**src/sv/gcsw_pkg.sv**
```systemverilog
// Package: sizes, types, codes and helpers shared by the grid cell set window unit.
package gcsw_pkg;

  localparam int CELL_SLOTS   = 1024;
  localparam int GRID_COLUMNS = 20;
  localparam int ADDR_W       = $clog2(CELL_SLOTS);
  localparam int COL_W        = $clog2(GRID_COLUMNS);
  localparam int ROW_W        = $clog2(CELL_SLOTS / GRID_COLUMNS + 1);
  localparam int CELL_W       = 10;
  localparam int CELL_EXT_W   = 14;
  localparam int CNT_W        = 11;
  localparam int LIM_W        = 16;
  localparam int OUT_COORD_W  = 17;
  localparam int CFG_IDX_W    = 1;

  localparam int WIN_STEP     = 1000;
  localparam int WIN_INIT_MIN = 9999;
  localparam int COORD_MAX    = 65535;
  localparam int COORD_MIN    = -65536;
  localparam int COORD_MAG    = (CELL_SLOTS / GRID_COLUMNS + GRID_COLUMNS + 2) * WIN_STEP * 2
                                + 2 * 65536 + WIN_INIT_MIN;
  localparam int COORD_W      = $clog2(COORD_MAG) + 1;

  localparam int S_TDATA_W    = 16;
  localparam int S_TUSER_W    = 1;
  localparam int OUT_BITS     = 2 + CNT_W + 4 * OUT_COORD_W;
  localparam int M_TDATA_W    = ((OUT_BITS + 7) / 8) * 8;

  localparam logic [LIM_W-1:0] RIGHT_LIMIT_RST = 16'd18000;
  localparam logic [LIM_W-1:0] TOP_LIMIT_RST   = 16'd33000;

  typedef logic signed [COORD_W-1:0] coord_t;

  typedef enum logic [CFG_IDX_W-1:0] {
    CFG_RIGHT_LIMIT = 1'b0,
    CFG_TOP_LIMIT   = 1'b1
  } cfg_idx_e;

  typedef enum logic {
    KIND_TOGGLE = 1'b0,
    KIND_WINDOW = 1'b1
  } kind_e;

  typedef struct packed {
    logic accept;
    logic clear_step;
    logic tg_read;
    logic tg_write;
    logic scan_step;
    logic scale;
    logic sq_step;
    logic out_load;
  } cmd_t;

  typedef struct packed {
    logic addr_last;
    logic sq_done;
  } status_t;

  function automatic logic [OUT_COORD_W-1:0] sat_coord(coord_t v);
    logic [OUT_COORD_W-1:0] r;
    if (v > coord_t'(COORD_MAX)) begin
      r = OUT_COORD_W'(COORD_MAX);
    end else if (v < coord_t'(COORD_MIN)) begin
      r = OUT_COORD_W'(COORD_MIN);
    end else begin
      r = v[OUT_COORD_W-1:0];
    end
    return r;
  endfunction

endpackage

```
**src/sv/gcsw_ctrl.sv**
```systemverilog
// Controller: sequences clearing, toggles, bitmap scan, squaring and output beats.
module gcsw_ctrl
  import gcsw_pkg::*;
(
  input  logic    clk_i,
  input  logic    rst_ni,
  input  logic    s_tvalid_i,
  input  logic    s_kind_i,
  output logic    s_tready_o,
  output logic    m_tvalid_o,
  input  logic    m_tready_i,
  input  status_t status_i,
  output cmd_t    cmd_o
);

  typedef enum logic [8:0] {
    ST_CLEAR    = 9'b000000001,
    ST_IDLE     = 9'b000000010,
    ST_TG_RD    = 9'b000000100,
    ST_TG_WR    = 9'b000001000,
    ST_WN_SCAN  = 9'b000010000,
    ST_WN_DRAIN = 9'b000100000,
    ST_WN_SCALE = 9'b001000000,
    ST_WN_SQ    = 9'b010000000,
    ST_DONE     = 9'b100000000
  } state_e;

  state_e state_q, state_d;
  logic   out_valid_q, out_valid_d;
  logic   out_free;

  assign out_free   = !out_valid_q || m_tready_i;
  assign s_tready_o = (state_q == ST_IDLE);
  assign m_tvalid_o = out_valid_q;

  always_comb begin
    state_d = state_q;
    cmd_o   = '0;
    case (state_q)
      ST_CLEAR: begin
        cmd_o.clear_step = 1'b1;
        if (status_i.addr_last) begin
          state_d = ST_IDLE;
        end
      end
      ST_IDLE: begin
        if (s_tvalid_i) begin
          cmd_o.accept = 1'b1;
          state_d = (s_kind_i == KIND_WINDOW) ? ST_WN_SCAN : ST_TG_RD;
        end
      end
      ST_TG_RD: begin
        cmd_o.tg_read = 1'b1;
        state_d = ST_TG_WR;
      end
      ST_TG_WR: begin
        cmd_o.tg_write = 1'b1;
        state_d = ST_DONE;
      end
      ST_WN_SCAN: begin
        cmd_o.scan_step = 1'b1;
        if (status_i.addr_last) begin
          state_d = ST_WN_DRAIN;
        end
      end
      ST_WN_DRAIN: begin
        state_d = ST_WN_SCALE;
      end
      ST_WN_SCALE: begin
        cmd_o.scale = 1'b1;
        state_d = ST_WN_SQ;
      end
      ST_WN_SQ: begin
        if (status_i.sq_done) begin
          state_d = ST_DONE;
        end else begin
          cmd_o.sq_step = 1'b1;
        end
      end
      ST_DONE: begin
        if (out_free) begin
          cmd_o.out_load = 1'b1;
          state_d = ST_IDLE;
        end
      end
      default: begin
        state_d = ST_CLEAR;
      end
    endcase
  end

  always_comb begin
    out_valid_d = out_valid_q;
    if (cmd_o.out_load) begin
      out_valid_d = 1'b1;
    end else if (m_tready_i) begin
      out_valid_d = 1'b0;
    end
  end

  always_ff @(posedge clk_i or negedge rst_ni) begin
    if (!rst_ni) begin
      state_q     <= ST_CLEAR;
      out_valid_q <= 1'b0;
    end else begin
      state_q     <= state_d;
      out_valid_q <= out_valid_d;
    end
  end

endmodule

```
**src/sv/gcsw_dp.sv**
```systemverilog
// Datapath: cell bitmap memory, count, scan counters, bounding box, squaring and output register.
module gcsw_dp
  import gcsw_pkg::*;
(
  input  logic                 clk_i,
  input  logic                 rst_ni,
  input  cmd_t                 cmd_i,
  output status_t              status_o,
  input  logic [CELL_W-1:0]    cell_req_i,
  input  logic                 kind_i,
  input  logic                 cfg_we_i,
  input  logic [CFG_IDX_W-1:0] cfg_idx_i,
  input  logic [LIM_W-1:0]     cfg_data_i,
  output logic [M_TDATA_W-1:0] m_tdata_o
);

  logic                  mem [CELL_SLOTS];
  logic                  mem_we;
  logic [ADDR_W-1:0]     mem_waddr, mem_raddr;
  logic                  mem_wdata;
  logic                  rd_q;

  logic [ADDR_W-1:0]     addr_q, addr_d;
  logic [ROW_W-1:0]      row_q, row_d, p_row_q;
  logic [COL_W-1:0]      col_q, col_d, p_col_q;
  logic                  p_valid_q;
  logic [CELL_W-1:0]     cell_q;
  logic                  kind_q;
  logic [CELL_EXT_W-1:0] cell_ext;
  logic                  in_range;
  logic [ADDR_W-1:0]     cell_addr;

  logic [CNT_W-1:0]      cnt_q, cnt_d;
  logic                  present_q, present_d;
  logic                  any_q, any_d;
  logic [LIM_W-1:0]      right_lim_q, top_lim_q;

  coord_t                lft_q, rgt_q, bot_q, top_q;
  coord_t                lft_d, rgt_d, bot_d, top_d;
  coord_t                row_c, col_c, dx, dy, diff_abs;
  logic [M_TDATA_W-1:0]  tdata_q, tdata_d;

  localparam coord_t STEP_C = coord_t'(WIN_STEP);

  assign cell_ext  = CELL_EXT_W'(cell_q);
  assign in_range  = cell_ext < CELL_EXT_W'(CELL_SLOTS);
  assign cell_addr = cell_ext[ADDR_W-1:0];

  assign mem_raddr = cmd_i.tg_read ? cell_addr : addr_q;
  assign mem_we    = cmd_i.clear_step || (cmd_i.tg_write && in_range);
  assign mem_waddr = cmd_i.clear_step ? addr_q : cell_addr;
  assign mem_wdata = cmd_i.clear_step ? 1'b0 : !rd_q;

  always_ff @(posedge clk_i) begin
    if (mem_we) begin
      mem[mem_waddr] <= mem_wdata;
    end
    rd_q <= mem[mem_raddr];
  end

  assign status_o.addr_last = (addr_q == ADDR_W'(CELL_SLOTS - 1));

  always_comb begin
    addr_d = addr_q;
    row_d  = row_q;
    col_d  = col_q;
    if (cmd_i.accept) begin
      addr_d = '0;
      row_d  = '0;
      col_d  = '0;
    end else if (cmd_i.clear_step || cmd_i.scan_step) begin
      addr_d = status_o.addr_last ? '0 : addr_q + ADDR_W'(1);
      if (col_q == COL_W'(GRID_COLUMNS - 1)) begin
        col_d = '0;
        row_d = row_q + ROW_W'(1);
      end else begin
        col_d = col_q + COL_W'(1);
      end
    end
  end

  always_comb begin
    cnt_d     = cnt_q;
    present_d = present_q;
    if (cmd_i.accept) begin
      present_d = 1'b0;
    end else if (cmd_i.tg_write && in_range) begin
      if (rd_q) begin
        present_d = 1'b0;
        if (cnt_q != '0) begin
          cnt_d = cnt_q - CNT_W'(1);
        end
      end else begin
        present_d = 1'b1;
        cnt_d = cnt_q + CNT_W'(1);
      end
    end
  end

  assign row_c    = coord_t'({1'b0, p_row_q});
  assign col_c    = coord_t'({1'b0, p_col_q}) - coord_t'(1);
  assign dx       = rgt_q - lft_q;
  assign dy       = top_q - bot_q;
  assign diff_abs = (dx > dy) ? dx - dy : dy - dx;
  assign status_o.sq_done = (dx == dy);

  always_comb begin
    lft_d = lft_q;
    rgt_d = rgt_q;
    bot_d = bot_q;
    top_d = top_q;
    any_d = any_q;
    if (cmd_i.accept) begin
      lft_d = coord_t'(WIN_INIT_MIN);
      bot_d = coord_t'(WIN_INIT_MIN);
      rgt_d = '0;
      top_d = '0;
      any_d = 1'b0;
    end else if (p_valid_q && rd_q) begin
      any_d = 1'b1;
      if (row_c < bot_q) bot_d = row_c;
      if (row_c > top_q) top_d = row_c;
      if (col_c > rgt_q) rgt_d = col_c;
      if (col_c < lft_q) lft_d = col_c;
    end else if (cmd_i.scale) begin
      if (!any_q) begin
        lft_d = '0;
        rgt_d = '0;
        bot_d = '0;
        top_d = '0;
      end else begin
        lft_d = coord_t'(lft_q * STEP_C);
        rgt_d = coord_t'(rgt_q * STEP_C) + STEP_C;
        bot_d = coord_t'(bot_q * STEP_C);
        top_d = coord_t'(top_q * STEP_C) + STEP_C;
      end
    end else if (cmd_i.sq_step) begin
      if (dx < dy) begin
        if (rgt_q < coord_t'({1'b0, right_lim_q})) rgt_d = rgt_q + STEP_C;
        else lft_d = lft_q - STEP_C;
      end else begin
        if (top_q < coord_t'({1'b0, top_lim_q})) top_d = top_q + STEP_C;
        else bot_d = bot_q - STEP_C;
      end
    end
  end

  always_comb begin
    tdata_d = tdata_q;
    if (cmd_i.out_load) begin
      tdata_d = '0;
      if (kind_q == KIND_WINDOW) begin
        tdata_d[OUT_BITS-1:0] = {sat_coord(top_q), sat_coord(bot_q), sat_coord(rgt_q),
                                 sat_coord(lft_q), !any_q, cnt_q, 1'b0};
      end else begin
        tdata_d[OUT_BITS-1:0] = {{(4 * OUT_COORD_W){1'b0}}, 1'b0, cnt_q, present_q};
      end
    end
  end

  assign m_tdata_o = tdata_q;

  always_ff @(posedge clk_i) begin
    if (cmd_i.accept) begin
      cell_q <= cell_req_i;
      kind_q <= kind_i;
    end
    p_row_q <= row_q;
    p_col_q <= col_q;
    lft_q   <= lft_d;
    rgt_q   <= rgt_d;
    bot_q   <= bot_d;
    top_q   <= top_d;
    tdata_q <= tdata_d;
  end

  always_ff @(posedge clk_i or negedge rst_ni) begin
    if (!rst_ni) begin
      addr_q      <= '0;
      row_q       <= '0;
      col_q       <= '0;
      p_valid_q   <= 1'b0;
      cnt_q       <= '0;
      present_q   <= 1'b0;
      any_q       <= 1'b0;
      right_lim_q <= RIGHT_LIMIT_RST;
      top_lim_q   <= TOP_LIMIT_RST;
    end else begin
      addr_q    <= addr_d;
      row_q     <= row_d;
      col_q     <= col_d;
      p_valid_q <= cmd_i.scan_step;
      cnt_q     <= cnt_d;
      present_q <= present_d;
      any_q     <= any_d;
      if (cfg_we_i && cfg_idx_i == CFG_RIGHT_LIMIT) begin
        right_lim_q <= cfg_data_i;
      end
      if (cfg_we_i && cfg_idx_i == CFG_TOP_LIMIT) begin
        top_lim_q <= cfg_data_i;
      end
    end
  end

  a_cnt_step: assert property (@(posedge clk_i) disable iff (!rst_ni)
    cmd_i.tg_write |=> (cnt_q == $past(cnt_q)) || (cnt_q == $past(cnt_q) + CNT_W'(1))
                       || (cnt_q == $past(cnt_q) - CNT_W'(1)))
    else $error("cell count moved by more than one on a toggle");

  a_box_order: assert property (@(posedge clk_i) disable iff (!rst_ni)
    (cmd_i.scale && any_q) |-> (lft_q <= rgt_q) && (bot_q <= top_q))
    else $error("bounding box inverted after scan");

  a_sq_converge: assert property (@(posedge clk_i) disable iff (!rst_ni)
    cmd_i.sq_step |=> diff_abs < $past(diff_abs))
    else $error("squaring step did not narrow the aspect gap");

endmodule

```
**src/sv/grid_cell_set_square_window_unit.sv**
```systemverilog
// Top level: grid cell set with squared selection window, controller plus datapath.
//
// Input channel (s_axis): tuser carries kind (0 toggle a cell, 1 request the window),
// tdata carries cell_req. Output channel (m_axis): one result beat per input beat.
// Configuration: cfg_we_i with cfg_idx_i 0 sets right_limit, 1 sets top_limit.
//
// After reset the cell bitmap memory is swept to zero, one entry a cycle; s_tready_o
// stays low during the sweep, configuration writes are taken as ever.
// A toggle goes from acceptance to the result register through one memory read,
// one write-back of the inverted bit and count update, and one output load.
// In a window request the bitmap scan reads one entry a cycle through the single read
// port, then the box is scaled and squared one step of 1000 a cycle until it is square.
// Items are processed one at a time. The result is held in an output register, so the
// next beat is accepted while an earlier result waits; if the receiver stalls, the
// following result waits in its final state until the output register frees.
module grid_cell_set_square_window_unit
  import gcsw_pkg::*;
(
  input  logic                 clk_i,
  input  logic                 rst_ni,
  input  logic                 s_axis_tvalid,
  output logic                 s_axis_tready,
  input  logic [S_TDATA_W-1:0] s_axis_tdata,  // [9:0] cell_req, rest zero
  input  logic [S_TUSER_W-1:0] s_axis_tuser,  // [0] kind
  output logic                 m_axis_tvalid,
  input  logic                 m_axis_tready,
  // [0] present, [11:1] cell_count, [12] empty_res, [29:13] win_left,
  // [46:30] win_right, [63:47] win_bottom, [80:64] win_top, rest zero
  output logic [M_TDATA_W-1:0] m_axis_tdata,
  input  logic                 cfg_we_i,
  input  logic [CFG_IDX_W-1:0] cfg_idx_i,
  input  logic [LIM_W-1:0]     cfg_data_i
);

  cmd_t    cmd;
  status_t status;

  gcsw_ctrl u_ctrl (
    .clk_i      (clk_i),
    .rst_ni     (rst_ni),
    .s_tvalid_i (s_axis_tvalid),
    .s_kind_i   (s_axis_tuser[0]),
    .s_tready_o (s_axis_tready),
    .m_tvalid_o (m_axis_tvalid),
    .m_tready_i (m_axis_tready),
    .status_i   (status),
    .cmd_o      (cmd)
  );

  gcsw_dp u_dp (
    .clk_i      (clk_i),
    .rst_ni     (rst_ni),
    .cmd_i      (cmd),
    .status_o   (status),
    .cell_req_i (s_axis_tdata[CELL_W-1:0]),
    .kind_i     (s_axis_tuser[0]),
    .cfg_we_i   (cfg_we_i),
    .cfg_idx_i  (cfg_idx_i),
    .cfg_data_i (cfg_data_i),
    .m_tdata_o  (m_axis_tdata)
  );

endmodule

```
**config.mk**
```make
export PLATFORM = sky130hd
export DESIGN_NAME = grid_cell_set_square_window_unit
export DESIGN_NICKNAME = d
export VERILOG_FILES = /design/src/sv/gcsw_pkg.sv /design/src/sv/gcsw_ctrl.sv /design/src/sv/gcsw_dp.sv /design/src/sv/grid_cell_set_square_window_unit.sv
export SDC_FILE = /design/constraint.sdc
export NUM_CORES = 2
export LEC_CHECK = 0
export ABC_CLOCK_PERIOD_IN_PS = 34100
export BUFFER_PORTS_ARGS = -buffer_cell sky130_fd_sc_hd__buf_4
export CORE_ASPECT_RATIO = 0.5
export CORE_UTILIZATION = 64
export CTS_CLUSTER_DIAMETER = 200
export DETAILED_ROUTE_END_ITERATION = 10
export MAX_ROUTING_LAYER = met4
export PLACE_DENSITY_LB_ADDON = 0.08
export SYNTH_ARGS = -nofsm -noshare
export SYNTH_HDL_FRONTEND = slang
export SYNTH_SLANG_ARGS = --single-unit
```
**constraint.sdc**
```tcl
create_clock -name clk_i -period 34.1 [get_ports clk_i]
set_input_delay 5.115 -clock clk_i [delete_from_list [all_inputs] [get_ports clk_i]]
set_output_delay 5.115 -clock clk_i [all_outputs]
set_load 0.02 [all_outputs]
```
After elaboration in Yosys (flattened, before gate mapping)
Memory sizes are Yosys's and may differ from the RTL's. A register that Yosys moved wholly into a read port is not among the register bits.
Index checks and enable logic that the tools add are counted.
{"block": "totals", "inputBits": 39, "wordCells": 197, "out_inout_bits": 90, "memories": 1, "register_bits": 260, "ram_bits": 1024}
{"block": "classes", "add_sub_neg": 14, "magnitude_cmp": 16, "multipliers": 4, "n_eq_ne": 25, "n_reduce_logical": 31, "n_mux": 77, "bitwise": 3}
{"memory": "u_dp.mem", "depth": 1024, "word_bits": 1, "rd": 1, "rd_ports_with_merged_regs": 1, "wr": 1, "line": "gcsw_dp.sv:17", "text": "logic mem [CELL_SLOTS];"}
{"op": "$mux 20", "n": 28}
{"op": "$mux 17", "n": 8}
{"op": "$pmux 9 s9", "n": 1}
{"op": "$add 20x11->20 const B", "n": 4}
{"op": "$gt 20x17->1 const B", "n": 4}
{"op": "$lt 20x17->1 const B", "n": 4}
{"op": "$mul 20x8->17 const B", "n": 4}
{"op": "$mux 10", "n": 5}
{"op": "$mux 9", "n": 5}
{"op": "$lt 20x17->1", "n": 2}
{"op": "$lt 20x20->1", "n": 2}
{"op": "$sub 20x11->20 const B", "n": 2}
{"op": "$sub 20x20->20", "n": 2}
{"op": "$mux 11", "n": 2}
{"op": "$mux 1", "n": 21}
{"op": "$eq 20x20->1", "n": 1}
{"op": "$gt 20x20->1", "n": 1}
{"op": "$gt 7x20->1", "n": 1}
{"op": "$lt 7x20->1", "n": 1}
{"op": "$mux 5", "n": 4}
{"op": "$mux 6", "n": 3}
{"op": "$reduce_and 4->1", "n": 4}
{"op": "$ne 2x2->1 const B", "n": 7}
{"op": "$reduce_bool 3->1", "n": 4}
{"op": "30 further kinds", "n": 50}

Depth between registers and ports, before layout
{"block": "depth", "depth_word": 7, "ltp_mapped": 30}

Modules after synthesis
Synthesis repeated with hierarchy kept, for this count alone.
{"block": "unflattened", "hier_cells": 6697, "hier_area_um2": 70829.2}
{"module": "gcsw_dp", "area_per_inst_um2": 70119.8, "n_inst": 1, "seq_area_each_um2": 37043.0, "cells_each": 6627}
{"module": "gcsw_ctrl", "area_per_inst_um2": 709.4, "n_inst": 1, "seq_area_each_um2": 251.5, "cells_each": 70}

Worst setup path before layout
OpenSTA, ideal clock, no wires.
{"block": "synth_timing", "path_type": "register to register", "start": "register u_ctrl.state_q[3]", "end": "memory u_dp.mem[0] (data pin)", "path_slack_ps": 4560, "path_buffers": 2, "stages_incl_launch_ff": 7, "synth_period_minus_slack_ps": 29540, "t_arrival_ps": 24574, "path_cell_list": "dfrtp_1 -> clkbuf_1 -> nor3_2 -> nand2_1 -> nor4b_4 -> clkbuf_1 -> nor2_1"}
{"block": "synth_between", "elab_chain_cells": 3}
{"element": "start, declared", "line": "gcsw_ctrl.sv:28", "text": "state_e state_q, state_d;"}
{"element": "start signal, assigned", "line": "gcsw_ctrl.sv:106", "text": "state_q <= state_d;"}
{"element": "$eq 9x1->1", "line": "gcsw_ctrl.sv:39", "text": "case (state_q)"}
{"element": "$mux 1", "line": "gcsw_ctrl.sv:39"}
{"element": "$mux 1", "line": "gcsw_dp.sv:52", "text": "assign mem_wdata = cmd_i.clear_step ? 1'b0 : !rd_q;"}
{"element": "named net u_dp.mem_wdata", "line": "gcsw_dp.sv:20", "text": "logic mem_wdata;"}
{"element": "end, declared", "line": "gcsw_dp.sv:17"}
The timed path passes the listed nets, and every way through them passes these cells.

Final worst setup path
{"block": "layout_timing", "start": "register u_ctrl.state_q[5]", "end": "output s_axis_tready"}
{"block": "layout_between", "elab_chain_cells": 1}
{"element": "$eq 9x2->1", "line": "gcsw_ctrl.sv:33", "text": "assign s_tready_o = (state_q == ST_IDLE);"}
{"element": "end, declared", "line": "grid_cell_set_square_window_unit.sv:22", "text": "output logic s_axis_tready,"}
Every way passes these cells.

==> out/qor.txt <==
Status = complete, no violations
Switch Pwr = 0.003648 W
Fin cells = 8145
Largest net degree at the start of global routing = 288
Tcrit/Tclk final = 22.41%
Comb power frac = 57.4%
Sequential-to-total area share from yosys stat = 52.73%
Sink Count = 1285
Final Skew = 50.83 ps
Crit path launch type = flip-flop
Maximum root-to-sink buffer count = 3
Layout cells sized above 1 = 7.292%
Root buffer cell = clkbuf_16
CTS tree = built
Gp weighted congestion = 0.9684
CP Cell Sequence = nor3_4 > nand2_1 > nor4b_1 > buf_4
Iter 0 DRT Violations = 6410
Max Clock Freq = 130.9 MHz
Gr ovfl total = 0
Cells after Synth = 6679
Pwr dens = 107.0 nW/µm²
Yosys reg bits = 1285
First-pass GRT wire length = 288.3 mm
Initial core utilization = 65.14%
WL per Instance = 23.16 µm
Setup Fix Bufs, Post-CTS = 0
Yosys cell types = 97
Initial antenna violation count = 3
Reg2reg setup slack = 26740 ps
WL final = 188.6 mm
Crit. End Element = primary output
CP Data Arrival Time = 2530 ps
Row Count = 85
Mean Syn Cell Area = 10.59 µm²
Die Ht = 237.1 µm
Fin area = 76010 µm²
Vias/cell = 6.264
CP Data Required Time = 28980 ps
All-Layer GR Usage = 34.82%
Peak fanout along the critical path = 7
Post-synth ARST share = 5.992%
Via Count = 51020
Final core occ = 70.00%
Number of remaining DRC errors = 0
Post-layout min period = 7642 ps
Crit Path Category = flip-flop to primary output
Total negative slack = 0 ps
Predominant post-synthesis flop cell = edfxtp_1
Leakage = 28.70 nW
Hold Buf Count CTS = 0
I/O Buffers = 115
CTS buffer count = 110
Overall die width = 472.1 µm
Final Hold Vio Count = 0
Core ar. = 108600 µm²
Die area = 111900 µm²
Cell Area, Synth = 70730 µm²
Placed Area = 72410 µm²
Clock power share = 15.7%
DRT Pass-1 Iters = 6
Number of global-route vias before repair = 49780
Slew margin rel. = 10.33%
Latest clock arrival within the worst-skew pair = 790 ps
Synth warnings = 0
Max Slew Vio Count = 0
HPWL Detailed = 114.0 mm
Pint = 0.004487 W
Resize count post-CTS = 0
P&R area growth vs syn = 7.472%
CP peak stage delay = 590 ps
Peak supply drop = 0.1365 mV
Antenna viol nets, final = 0
Fill cell count = 7962
Fin Hold WS = 401.5 ps
Clk pin slew, worst setup/hold paths = 70 ps
Placed cells = 7941
Switching share of power = 44.84%
EDFF count, synth = 1116
Sequential share of power = 26.8%
Unrepaired setup endpoints after global routing = no
H-tree levels = 3
Slowest CP cell = nor4b_1
Least-Margin Pin Slew = 1334 ps
Min-delay worst type = flip-flop to flip-flop
Fin nets = 7149
IO Pins = 129
Max-Cap Viols = 0
Setup violators final = 0
placed cells by master (no fill, tap or decap), types with 125 or more instances in the layout:
cell         n
nor2_1    1178
edfxtp_1  1116
nand2_1    737
inv_1      450
ha_1       363
mux2i_1    270
nand3_1    269
buf_4      213
o21ai_0    207
fa_1       173
xnor2_1    149
o22ai_1    133
a21oi_1    125
flip-flops by register name, indices dropped and copies added (netlist names), 5 cells and up:
register / flops
u_dp.mem: 1024
u_dp.cell_addr: 10
u_dp.right_lim_q: 16
u_dp.cnt_q: 11
u_dp.row_q: 6
u_dp.p_col_q: 5
u_dp.rgt_q: 20
u_dp.lft_q: 20
u_dp.m_tdata_o: 81
u_dp.top_q: 20
u_dp.col_q: 5
u_dp.p_row_q: 6
u_ctrl.state_q: 9
u_dp.bot_q: 20
u_dp.top_lim_q: 16
u_dp.addr_q: 10
worst max-delay path, delay by kind of cell, from the launching register on:
kind / cells / cell delay, ps
buf+inv: 1 / 260
flops: 1 / 490
simple gates: 3 / 1040
routing by layer:
layer | part of all wire [%] | track usage (%) | up-vias
met5 | 0 | - | -
li1 | - | - | 23060
met2 | 47 | 54.86 | 2454
met3 | 9.9 | 5.728 | 377
met4 | 2.8 | 9.784 | 0
met1 | 40 | 47.01 | 25140
area by class of cell:
cell class	instances	area (µm²)	share of cell area, %
flip-flops and latches	1285	37290	49.06
multi-input cells	4508	29880	39.31
clock buffers	140	2950	3.881
well taps	1479	1851	2.434
inverters	452	1698	2.234
repair buffers	217	1679	2.209
clock inverters	63	654.4	0.8609
diodes	1	2.502	0.003292
cell usage after synthesis (all sizes together), types with 26 or more instances:
cell	instances	share of area, %
nor2	1187	6.3
edfxtp	1116	47
nand2	747	4.0
inv	452	2.4
ha	363	6.4
nand3	273	2.0
mux2i	270	3.8
clkbuf	236	1.3
o21ai	215	1.5
buf	204	1.7
fa	173	4.9
xnor2	149	1.8
o22ai	133	1.2
a21oi	128	0.91
a31oi	99	0.89
nand4	99	0.88
dfxtp	92	2.6
o21a	85	0.90
dfrtp	66	2.3
a21o	58	0.62
nor3	54	0.42
a211oi	38	0.43
xor2	38	0.47
nor2b	29	0.26
or3	29	0.26
o31ai	28	0.35
nand2b	26	0.23
cells by family (layout without fill, tap and decap cells):
group / Yosys count / after routing / share of synthesized area (%)
AND/OR/NAND/NOR: 2546 / 2546 / 15.37
flip-flops: 1285 / 1285 / 52.73
AO/OA/AOI/OAI: 943 / 943 / 8.773
buffers and inverters: 892 / 872 / 5.360
adder cells (fa/ha/maj): 536 / 536 / 11.32
multiplexers: 289 / 289 / 4.124
XOR/XNOR: 187 / 187 / 2.316
other: 1 / 8 / 0.005302
power by group through the flow:
stage | clock (W) | combinational, W | sequential, W
after detailed placement | 0 | 0.00459 | 0.00221
after global routing | 0.00135 | 0.00520 | 0.00219
after floorplan | 0 | 0.00345 | 0.00245
after CTS | 0.00129 | 0.00464 | 0.00218
final | 0.00128 | 0.00467 | 0.00218
after global placement | 0 | 0.00446 | 0.00221
through the flow:
step / setup WS, ps / power (W)
after detailed placement: 26370 / 0.006797
after floorplan: 4560 / 0.005906
final: 26460 / 0.008135
after global placement: 26430 / 0.006668
after global routing: 26030 / 0.008741
after CTS: 26390 / 0.008111
path summary, 6_finish.rpt:
kind,start,endpoint,cells past startpoint
hold / removal,u_dp.row_q[5]$_DFFE_PN0P_,u_dp.p_row_q[5]$_DFF_P_,0
setup / recovery,u_ctrl.state_q[5]$_DFFE_PN0P_,s_axis_tready,4
max in group asynchronous,rst_ni,u_dp.addr_q[1]$_DFFE_PN0P_,2
hold reg to reg,u_dp.row_q[5]$_DFFE_PN0P_,u_dp.p_row_q[5]$_DFF_P_,0
setup reg to reg,u_dp.top_q[0]$_SDFFE_PP0P_,u_dp.bot_q[7]$_SDFFE_PP0P_,27
min in group asynchronous,rst_ni,u_dp.right_lim_q[2]$_DFFE_PN0P_,1
Power figures use the tool's default switching activity.
